## config.mk

```make
export PLATFORM = sky130hd
export DESIGN_NAME = bpc_front
export DESIGN_NICKNAME = d
export VERILOG_FILES = /design/src/rtl/bpc_pkg.sv /design/src/rtl/bpc_div.sv /design/src/rtl/bpc_front.sv
export SDC_FILE = /design/constraint.sdc
export NUM_CORES = 2
export LEC_CHECK = 0
export ABC_AREA = 1
export ABC_CLOCK_PERIOD_IN_PS = 5800
export BUFFER_PORTS_ARGS = -buffer_cell sky130_fd_sc_hd__buf_2
export CAP_MARGIN = 10
export CELL_PAD_IN_SITES_DETAIL_PLACEMENT = 1
export CELL_PAD_IN_SITES_GLOBAL_PLACEMENT = 1
export CORE_MARGIN = 2
export CORE_UTILIZATION = 47
export DETAILED_ROUTE_END_ITERATION = 8
export PLACE_DENSITY_LB_ADDON = 0.1
export RECOVER_POWER = 25
export SETUP_SLACK_MARGIN = 0.02
export SLEW_MARGIN = 40
export SYNTH_ARGS = -nofsm -noshare
export SYNTH_HDL_FRONTEND = slang
export SYNTH_SLANG_ARGS = --single-unit
```

## constraint.sdc

```tcl
create_clock -name clk -period 5.8 [get_ports clk]
set_input_delay 0.58 -clock clk [delete_from_list [all_inputs] [get_ports clk]]
set_output_delay 0.58 -clock clk [all_outputs]
set_load 0.02 [all_outputs]
```

## src/rtl/bpc_pkg.sv

```systemverilog
package bpc_pkg;

  // Configuration register indexes
  localparam logic [2:0] RegAc1Ac2 = 3'd0;
  localparam logic [2:0] RegAc3Ac4 = 3'd1;
  localparam logic [2:0] RegAc5Ac6 = 3'd2;
  localparam logic [2:0] RegB1B2   = 3'd3;
  localparam logic [2:0] RegMcMd   = 3'd4;
  localparam logic [2:0] RegOss    = 3'd5;

  // Divider geometry
  localparam int TempNumW  = 27;
  localparam int TempDenW  = 20;
  localparam int PressNumW = 32;
  localparam int PressDenW = 17;

  // Compensation constants
  localparam int B6Offset    = 4000;
  localparam int PressScale  = 50000;
  localparam int PolyA       = 3038;
  localparam int PolyB       = -7357;
  localparam int PolyC       = 3791;
  localparam int X3Offset    = 32768;
  localparam int PressMax    = 262143;

  typedef struct packed {
    logic signed [15:0] ac1;
    logic signed [15:0] ac2;
    logic signed [15:0] ac3;
    logic        [15:0] ac4;
    logic        [15:0] ac5;
    logic        [15:0] ac6;
    logic signed [15:0] b1;
    logic signed [15:0] b2;
    logic signed [15:0] mc;
    logic signed [15:0] md;
    logic        [1:0]  oss;
  } coef_t;

  typedef struct packed {
    logic signed [18:0] x1;
    logic        [23:0] up;
    logic               tzero;
    logic               neg;
  } tdiv_side_t;

  typedef struct packed {
    logic signed [28:0] b5;
    logic signed [15:0] t;
    logic        [23:0] up;
    logic               tzero;
  } front_item_t;

  typedef struct packed {
    logic signed [15:0] t;
    logic               tzero;
    logic               bzero;
    logic               top;
  } pdiv_side_t;

endpackage

```

## src/rtl/bpc_div.sv

```systemverilog
module bpc_div #(
  parameter int NumW  = 32,
  parameter int DenW  = 17,
  parameter int SideW = 1
) (
  input  logic             clk,
  input  logic             rst,
  input  logic             en,
  input  logic             in_vld,
  input  logic [NumW-1:0]  num,
  input  logic [DenW-1:0]  den,
  input  logic [SideW-1:0] side,
  output logic             out_vld,
  output logic [NumW-1:0]  quot,
  output logic [SideW-1:0] out_side
);

  logic             vld_r  [1:NumW];
  logic [DenW-1:0]  rem_r  [1:NumW];
  logic [DenW-1:0]  den_r  [1:NumW];
  logic [NumW-1:0]  num_r  [1:NumW];
  logic [NumW-1:0]  quo_r  [1:NumW];
  logic [SideW-1:0] side_r [1:NumW];

  // One quotient bit per stage, most significant first
  for (genvar k = 0; k < NumW; k++) begin : g_stage
    logic             c_vld;
    logic [DenW-1:0]  c_rem;
    logic [DenW-1:0]  c_den;
    logic [NumW-1:0]  c_num;
    logic [NumW-1:0]  c_quo;
    logic [SideW-1:0] c_side;
    logic [DenW:0]    trial;
    logic [DenW:0]    diff;
    logic             ge;

    if (k == 0) begin : g_first
      assign c_vld  = in_vld;
      assign c_rem  = '0;
      assign c_den  = den;
      assign c_num  = num;
      assign c_quo  = '0;
      assign c_side = side;
    end else begin : g_next
      assign c_vld  = vld_r[k];
      assign c_rem  = rem_r[k];
      assign c_den  = den_r[k];
      assign c_num  = num_r[k];
      assign c_quo  = quo_r[k];
      assign c_side = side_r[k];
    end

    assign trial = {c_rem, c_num[NumW-1-k]};
    assign diff  = trial - {1'b0, c_den};
    assign ge    = !diff[DenW];

    always_ff @(posedge clk) begin
      if (rst) begin
        vld_r[k+1] <= 1'b0;
      end else if (en) begin
        vld_r[k+1] <= c_vld;
      end
    end

    always_ff @(posedge clk) begin
      if (en) begin
        rem_r[k+1]  <= ge ? diff[DenW-1:0] : trial[DenW-1:0];
        den_r[k+1]  <= c_den;
        num_r[k+1]  <= c_num;
        quo_r[k+1]  <= {c_quo[NumW-2:0], ge};
        side_r[k+1] <= c_side;
      end
    end
  end

  assign out_vld  = vld_r[NumW];
  assign quot     = quo_r[NumW];
  assign out_side = side_r[NumW];

endmodule

```

## src/rtl/bpc_front.sv

```systemverilog
module bpc_front (
  input  logic                  clk,
  input  logic                  rst,
  input  logic                  en,
  input  bpc_pkg::coef_t        coef,
  input  logic                  in_vld,
  input  logic [15:0]           raw_temperature,
  input  logic [23:0]           raw_pressure_word,
  output logic                  out_vld,
  output bpc_pkg::front_item_t  out_item
);

  logic               s1_vld;
  logic signed [16:0] s1_d;
  logic [23:0]        s1_up;
  logic               s2_vld;
  logic signed [33:0] s2_prod;
  logic [23:0]        s2_up;
  logic               s3_vld;
  logic signed [18:0] s3_x1;
  logic signed [19:0] s3_den;
  logic signed [26:0] s3_num;
  logic [23:0]        s3_up;
  logic               s5_vld;
  logic signed [28:0] s5_b5;
  logic [23:0]        s5_up;
  logic               s5_tzero;

  logic [23:0]                  up_c;
  logic signed [18:0]           x1_c;
  logic signed [19:0]           den_c;
  logic [bpc_pkg::TempDenW-1:0] den_mag;
  logic [bpc_pkg::TempNumW-1:0] num_mag;
  bpc_pkg::tdiv_side_t          dside;
  bpc_pkg::tdiv_side_t          qside;
  logic                         q_vld;
  logic [bpc_pkg::TempNumW-1:0] quot;
  logic signed [27:0]           x2_c;
  logic signed [29:0]           t_round;
  logic signed [25:0]           t_wide;
  logic signed [15:0]           t_sat;

  always_comb begin
    up_c    = raw_pressure_word >> (4'd8 - {2'b00, coef.oss});
    x1_c    = $signed(s2_prod[33:15]);
    den_c   = 20'(x1_c) + 20'(coef.md);
    den_mag = s3_den[19] ? 20'(-s3_den) : 20'(s3_den);
    num_mag = s3_num[26] ? 27'(-s3_num) : 27'(s3_num);
    dside.x1    = s3_x1;
    dside.up    = s3_up;
    dside.tzero = (s3_den == 20'sd0);
    dside.neg   = s3_den[19] ^ s3_num[26];
    x2_c    = qside.neg ? -$signed({1'b0, quot}) : $signed({1'b0, quot});
    t_round = 30'(s5_b5) + 30'sd8;
    t_wide  = $signed(t_round[29:4]);
    if (t_wide > 26'sd32767) begin
      t_sat = 16'sh7fff;
    end else if (t_wide < -26'sd32768) begin
      t_sat = -16'sh8000;
    end else begin
      t_sat = t_wide[15:0];
    end
  end

  always_ff @(posedge clk) begin
    if (rst) begin
      s1_vld  <= 1'b0;
      s2_vld  <= 1'b0;
      s3_vld  <= 1'b0;
      s5_vld  <= 1'b0;
      out_vld <= 1'b0;
    end else if (en) begin
      s1_vld  <= in_vld;
      s2_vld  <= s1_vld;
      s3_vld  <= s2_vld;
      s5_vld  <= q_vld;
      out_vld <= s5_vld;
    end
  end

  always_ff @(posedge clk) begin
    if (en) begin
      s1_d     <= 17'({1'b0, raw_temperature}) - 17'({1'b0, coef.ac6});
      s1_up    <= up_c;
      s2_prod  <= 34'(s1_d) * 34'($signed({1'b0, coef.ac5}));
      s2_up    <= s1_up;
      s3_x1    <= x1_c;
      s3_den   <= den_c;
      s3_num   <= $signed({coef.mc, 11'b0});
      s3_up    <= s2_up;
      s5_b5    <= 29'(qside.x1) + 29'(x2_c);
      s5_up    <= qside.up;
      s5_tzero <= qside.tzero;
      out_item.b5    <= s5_b5;
      out_item.t     <= s5_tzero ? 16'sd0 : t_sat;
      out_item.up    <= s5_up;
      out_item.tzero <= s5_tzero;
    end
  end

  bpc_div #(
    .NumW  (bpc_pkg::TempNumW),
    .DenW  (bpc_pkg::TempDenW),
    .SideW ($bits(bpc_pkg::tdiv_side_t))
  ) u_tdiv (
    .clk      (clk),
    .rst      (rst),
    .en       (en),
    .in_vld   (s3_vld),
    .num      (num_mag),
    .den      (den_mag),
    .side     (dside),
    .out_vld  (q_vld),
    .quot     (quot),
    .out_side (qside)
  );

endmodule

```

==> After elaboration in Yosys (flattened, before gate mapping) <==
Memory sizes are Yosys's and may differ from the RTL's. A register that Yosys moved wholly into a read port is not among the register bits.
Index checks and enable logic that the tools add are counted.
{ "op_classes": {"addsub": 35, "mul": 1, "order_cmp": 2, "shift": 1, "mux": 65, "bitwise": 28, "n_reduce_logical": 29} }
{ "op_table": {"columns": ["operator", "count"], "rows": [
  ["$mux 20", 28],
  ["$sub 21x20->21", 26],
  ["$mul 17x17->34", 1],
  ["$mux 1", 33],
  ["$add 29x5->30 const B", 1],
  ["$add 19x28->29", 1],
  ["$mux 28", 1],
  ["$neg 27->28", 1],
  ["$logic_not 1->1", 27],
  ["$mux 27", 1],
  ["$neg 27->27", 1],
  ["$or 1x1->1", 27],
  ["$gt 26x16->1 const B", 1],
  ["$lt 26x16->1 const B", 1],
  ["$shr 24x4->24", 1],
  ["$sub 1x20->21", 1],
  ["$add 19x16->20", 1],
  ["$logic_not 20->1", 1],
  ["$neg 20->20", 1],
  ["$sub 16x16->17", 1],
  ["$mux 16", 1],
  ["$mux 15", 1],
  ["$sub 4x2->4 const A", 1],
  ["$reduce_or 2->1", 1],
  ["$xor 1x1->1", 1]
]} }
{ "word_totals": {"reg_bits": 306, "mem_bits_rw": 3780, "output_inout_bits": 71, "word_cells": 187, "mem_count": 6} }
{ "mem_list": {"columns": ["name", "words", "word_bits", "read_ports", "rd_ports_with_merged_regs", "write_ports", "line_no", "rtl"], "rows": [
  ["u_tdiv.side_r", 27, 45, 27, 0, 27, "bpc_div.sv:23", "logic [SideW-1:0] side_r [1:NumW];"],
  ["u_tdiv.num_r", 27, 27, 26, 0, 27, "bpc_div.sv:21", "logic [NumW-1:0] num_r [1:NumW];"],
  ["u_tdiv.quo_r", 27, 27, 27, 0, 27, "bpc_div.sv:22", "logic [NumW-1:0] quo_r [1:NumW];"],
  ["u_tdiv.den_r", 27, 20, 26, 0, 27, "bpc_div.sv:20", "logic [DenW-1:0] den_r [1:NumW];"],
  ["u_tdiv.rem_r", 27, 20, 26, 0, 27, "bpc_div.sv:19", "logic [DenW-1:0] rem_r [1:NumW];"],
  ["u_tdiv.vld_r", 27, 1, 27, 1, 27, "bpc_div.sv:18", "logic vld_r [1:NumW];"]
]} }

==> Logic depth before layout (Yosys ltp) <==
{ "logic_depth": {"ltp_word": 4, "depth_mapped": 27, "ltp_nobuf": 25} }

==> Hierarchy <==
Synthesis repeated with hierarchy kept, for this count alone.
{ "hier_totals": {"cells_unflattened": 14800, "area_unflattened_um2": 159315.3} }
{ "modules_own_cells": {"columns": ["module", "n_inst", "cells_each", "area_per_inst_um2", "seq_area_each_um2"], "rows": [
  ["bpc_div", 1, 12032, 133850.9, 90416.7],
  ["bpc_front", 1, 2768, 25464.4, 8718.4]
]} }

==> Worst setup path after synthesis <==
No wires, ideal clock.
{ "synth_timing": {"kind": "input port to flip-flop", "from": "input port coef[84] in the netlist's numbering", "to": "register s2_prod[31], data pin", "setup_ns": 0.260, "arrival_ns": 5.493, "required_time_ns": 5.540, "setup_slack_ns": 0.047, "stages": 21, "path_cell_list": "clkbuf_1 -> clkbuf_1 -> nand2_1 -> fa_1 -> fa_1 -> fa_1 -> fa_1 -> inv_1 -> fa_1 -> inv_1 -> fa_1 -> inv_1 -> ha_1 -> a21oi_1 -> inv_1 -> a31oi_1 -> o21ai_0 -> a21o_1 -> nand3_1 -> nand2_1 -> xor2_1"} }
{ "synth_via": {"elab_chain_cells": 1} }
{ "synth_lines": {"columns": ["item", "line_no", "rtl"], "rows": [
  ["start, declared", "bpc_front.sv:5", "input bpc_pkg::coef_t coef,"],
  ["$mul 17x17->34", "bpc_front.sv:85", "s2_prod <= 34'(s1_d) * 34'($signed({1'b0, coef.ac5}));"],
  ["end signal, assigned", "bpc_front.sv:85", null],
  ["end, declared", "bpc_front.sv:17", "logic signed [33:0] s2_prod;"]
]} }
Every way passes these cells.
A chain may end at the register's enable or synchronous reset.

==> Final worst setup path <==
{ "layout_timing": {"from": "register s1_d[16]", "to": "register s2_prod[32], data pin"} }
{ "layout_via": {"elab_chain_cells": 1} }
{ "layout_lines": {"columns": ["item", "line_no", "rtl"], "rows": [
  ["start, declared", "bpc_front.sv:14", "logic signed [16:0] s1_d;"],
  ["start signal, assigned", "bpc_front.sv:83", "s1_d <= 17'({1'b0, raw_temperature}) - 17'({1'b0, coef.ac6});"],
  ["$mul 17x17->34", "bpc_front.sv:85", null]
]} }
Every way passes these cells.

==> impl_metrics.csv <==
group,metric,value,unit
outcome,status,"finished with violations",
outcome,violations,"capacitance limit, slew limit",
critical_path,crit_path_top_delay_cell,"fa_1",
clock_network,path_clk_slew,0.07,ns
logic_synthesis,synth_top_cell_by_area,"edfxtp_1",
critical_path,worst-setup-path-type,"register to register",
cells_and_area,fillers,30927,
drt,drc,0,
clock_network,root_buffer,"clkbuf_16",
critical_path,cp_max_fo,6,
sta,maxSlewHeadroom,-185,%
logic_synthesis,synth_top_family_by_area,"adder cells",
logic_synthesis,ys_warn_count,0,
hold_path,hold_path.class,"input pin to register",
place,dp_slack,-0.349,ns
logic_synthesis,syn_avg_cell_area,12.2,sq um
cells_and_area,fin_util,53.4,%
logic_synthesis,synthXorXnorAreaFrac,3.41,%
cells_and_area,layout.cells.non_filler,16558,
sta,setup_ws,0.236,ns
hold_path,holdCritStartpoint,"coef[66]",
logic_synthesis,synth_edf_count,3067,
logic_synthesis,synth_mux_area_share,0.0350,%
place,hpwl,262000,microns
global_route,grt_max_degree,169,
floorplan,ios,277,
sta,finalMaxSlewViolations,44,
clock_network,worstSkewPairLatency,0.93,ns
sta,rsz0062_at_grt,"true",
floorplan,die_area,309000,sq um
critical_path,max_stage_delay,0.56,ns
cells_and_area,drive_gt1_share,8.79,%
logic_synthesis,synthAdderAreaFrac,10.1,%
cells_and_area,syn2layout_area_growth,13.0,%
sta,final_hold_viol_count,0,
floorplan,rows,202,
drt,drt_iter0_drc,5520,
logic_synthesis,ys_seq_elements,3072,
critical_path,cp.buffers_inverters,8,
clock_network,cts_tree,"done",
drt,vias,87416,
sta,setup_viol,0,
critical_path,crit_required,6.44,ns
critical_path,cpLargestDelayFamily,"adder cells",
drt,vias_per_cell,5.28,
floorplan,core,303000,sq um
sta,fin_worst_skew,0.0823,ns
drt,dr.pass1.iters,5,
drt,ant_nets,0,
critical_path,critPathLaunch,"s1_d[16]$_DFFE_PP_",
global_route,grtUsageTotal,22.2,%
sta,worst_slew_pin_slew,4.28,ns
critical_path,cp-end-kind,"register",
floorplan,die_x,556,microns
critical_path,r2r_start,"s1_d[16]$_DFFE_PP_",
critical_path,crit_top_cell,"fa_1",
place,place_congestion,0.892,
global_route,antenna_found_initial,16,
place,dp.cells,15915,
floorplan,initial_core_util,47.3,%
place,io_buffers,176,
logic_synthesis,synth_simple_gate_area_share,10.1,%
global_route,grt_pass1_wl,534000,microns
logic_synthesis,ys_types,59,
global_route,grt_overflow,0,
critical_path,startpoint_type,"register",
drt,routed_wl,344000,microns
drt,wl_per_cell,20.7,microns
clock_network,cts_buffers,323,
flow_run,maxCapViolCount,1,
global_route,grt_pass1_vias,92402,
sta,finalCriticalPeriod,5.56,ns
critical_path,cp_cell_sequence,"buf_4 -> buf_6 -> nand2_1 -> fa_1 -> buf_6 -> fa_1 -> inv_2 -> buf_12 -> fa_1 -> inv_1 -> fa_1 -> fa_1 -> fa_1 -> inv_1 -> ha_1 -> inv_1 -> o21bai_1 -> a21oi_2 -> o21ai_2 -> nor2_1 -> nand2_1 -> xor2_1",
logic_synthesis,synth-compound-area-share,7.36,%
sta,max_freq,180,MHz
cells_and_area,finish.net_count,13486,
floorplan,die_h,556,microns
sta,hold_slack,0.0848,ns
logic_synthesis,netlist_area,143000,sq um
logic_synthesis,ys_seq_area_share,64.4,%
logic_synthesis,yosys.area.top_type_share,64.4,%
logic_synthesis,yosysMostFrequentCell,"edfxtp_1",
logic_synthesis,netlist_instances,11699,
clock_network,htree_levels,5,
critical_path,cp.arrival,6.21,ns
logic_synthesis,synthFlopType,"edfxtp_1",
logic_synthesis,netlist_top_cells_count,"edfxtp_1 (3067), nand2_1 (2033), inv_1 (1526), o21ai_0 (816), a21oi_1 (736)",
clock_network,clock_sinks,3072,
sta,fin_crit_sh,95.9,%
logic_synthesis,synth_area_leaders,"edfxtp_1 (64%), ha_1 (5.8%), nand2_1 (5.3%)",
logic_synthesis,synthArstFlopShare,0,%
clock_network,cts.path.max_buffers,4,
-- final cells by class --
| type | instances | area, sq um | area share, % |
|---|---|---|---|
| clock buffers | 388 | 8420 | 5.20 |
| multi-input cells | 6916 | 44900 | 27.7 |
| repair buffers | 446 | 3480 | 2.15 |
| clock inverters | 203 | 1990 | 1.23 |
| flip-flops and latches | 3072 | 92200 | 57.0 |
| inverters | 1552 | 5830 | 3.60 |
| well taps | 3978 | 4980 | 3.08 |
| diodes | 3 | 7.51 | 0.00464 |
-- sequential cells by signal, indices dropped and copies added, names as in the netlist, 16 cells and up --
name / flops
out_item: 70
s1_d: 17
s1_up: 24
s2_prod: 19
s2_up: 24
s3_den: 20
s3_num: 16
s3_up: 24
s3_x1: 19
s5_b5: 29
s5_up: 24
u_tdiv.den_r: 520
u_tdiv.num_r: 120
u_tdiv.quo_r: 378
u_tdiv.rem_r: 520
u_tdiv.side_r: 1215
u_tdiv.vld_r: 27
-- cell usage in the layout, fill, tap and decap left out, types with 16 or more instances in the layout --
master and instances:
a21o_1 74, a21oi_1 718, a21oi_2 28, a31oi_1 82, buf_12 27, buf_2 175, buf_4 202, bufinv_16 22
clkbuf_1 60, clkbuf_16 325, clkinv_1 61, clkinv_2 60, clkinvlp_4 16, dlygate4sd3_1 21, edfxtp_1 3067, fa_1 298
ha_1 647, ha_4 17, inv_1 1518, inv_2 32, nand2_1 2020, nand2_2 44, nand3_1 422, nand4_1 102
nor2_1 574, nor2_2 23, nor3_1 70, nor4_1 119, o21a_1 29, o21ai_0 804, o21ai_1 33, o21bai_1 77
o31ai_1 41, xnor2_1 236, xor2_1 319
-- logic make-up (layout without fill, tap and decap cells) --
group | count (synthesis) | count (layout)
adders and majority gates | 969 | 969
muxes | 5 | 5
other | 1 | 16
DFF | 3072 | 3072
AOI/OAI and AO/OA | 1937 | 1937
and+or+nand+nor | 3435 | 3435
xor gates and xnor gates | 557 | 557
buffers and inverters | 1723 | 2589
-- per-layer routing --
| layer | up-vias | part of all wire [%] | GRT usage, % |
|---|---|---|---|
| met5 | - | 0 | 0 |
| met4 | 0 | 2.8 | 6.14 |
| met3 | 509 | 3.1 | 2.12 |
| met2 | 1351 | 48 | 37.7 |
| met1 | 43550 | 46 | 30.4 |
| li1 | 42006 | - | - |
-- stage by stage --
step	TNS, ns	cell area, sq um
4_1_cts	0	161000
6_report	0	162000
3_5_place_dp	-4.38	150000
5_1_grt	-0.0673	162000
2_1_floorplan	0	143000
3_3_place_gp	-2.72	150000
-- final timing paths --
kind	endpoint	slack, ns	depth (start not counted)
max	s2_prod[32]$_DFFE_PP_	0.24	22
min	s1_d[0]$_DFFE_PP_	0.08	3
max reg2reg	s2_prod[32]$_DFFE_PP_	0.24	22
min reg2reg	u_tdiv.quo_r[0][191]$_DFFE_PP_	0.35	0
-- repair_timing --
action	4_1_cts	5_1_grt
hold buffers	21	0
endpoints found under the setup margin	13	19
hold endpoints to repair	20	0
resized for setup	18	114
setup buffers	2	23
pin swaps	1	44
-- worst min-delay path: cells and delay by family --
kind                     cells  cell delay, ns
adder cells (fa/ha/maj)      1            0.14
buffers and inverters        2            0.12
Power is left out: the tool's default activity adds up to more than one toggle a clock period on the data nets, which glitch-free logic cannot reach.
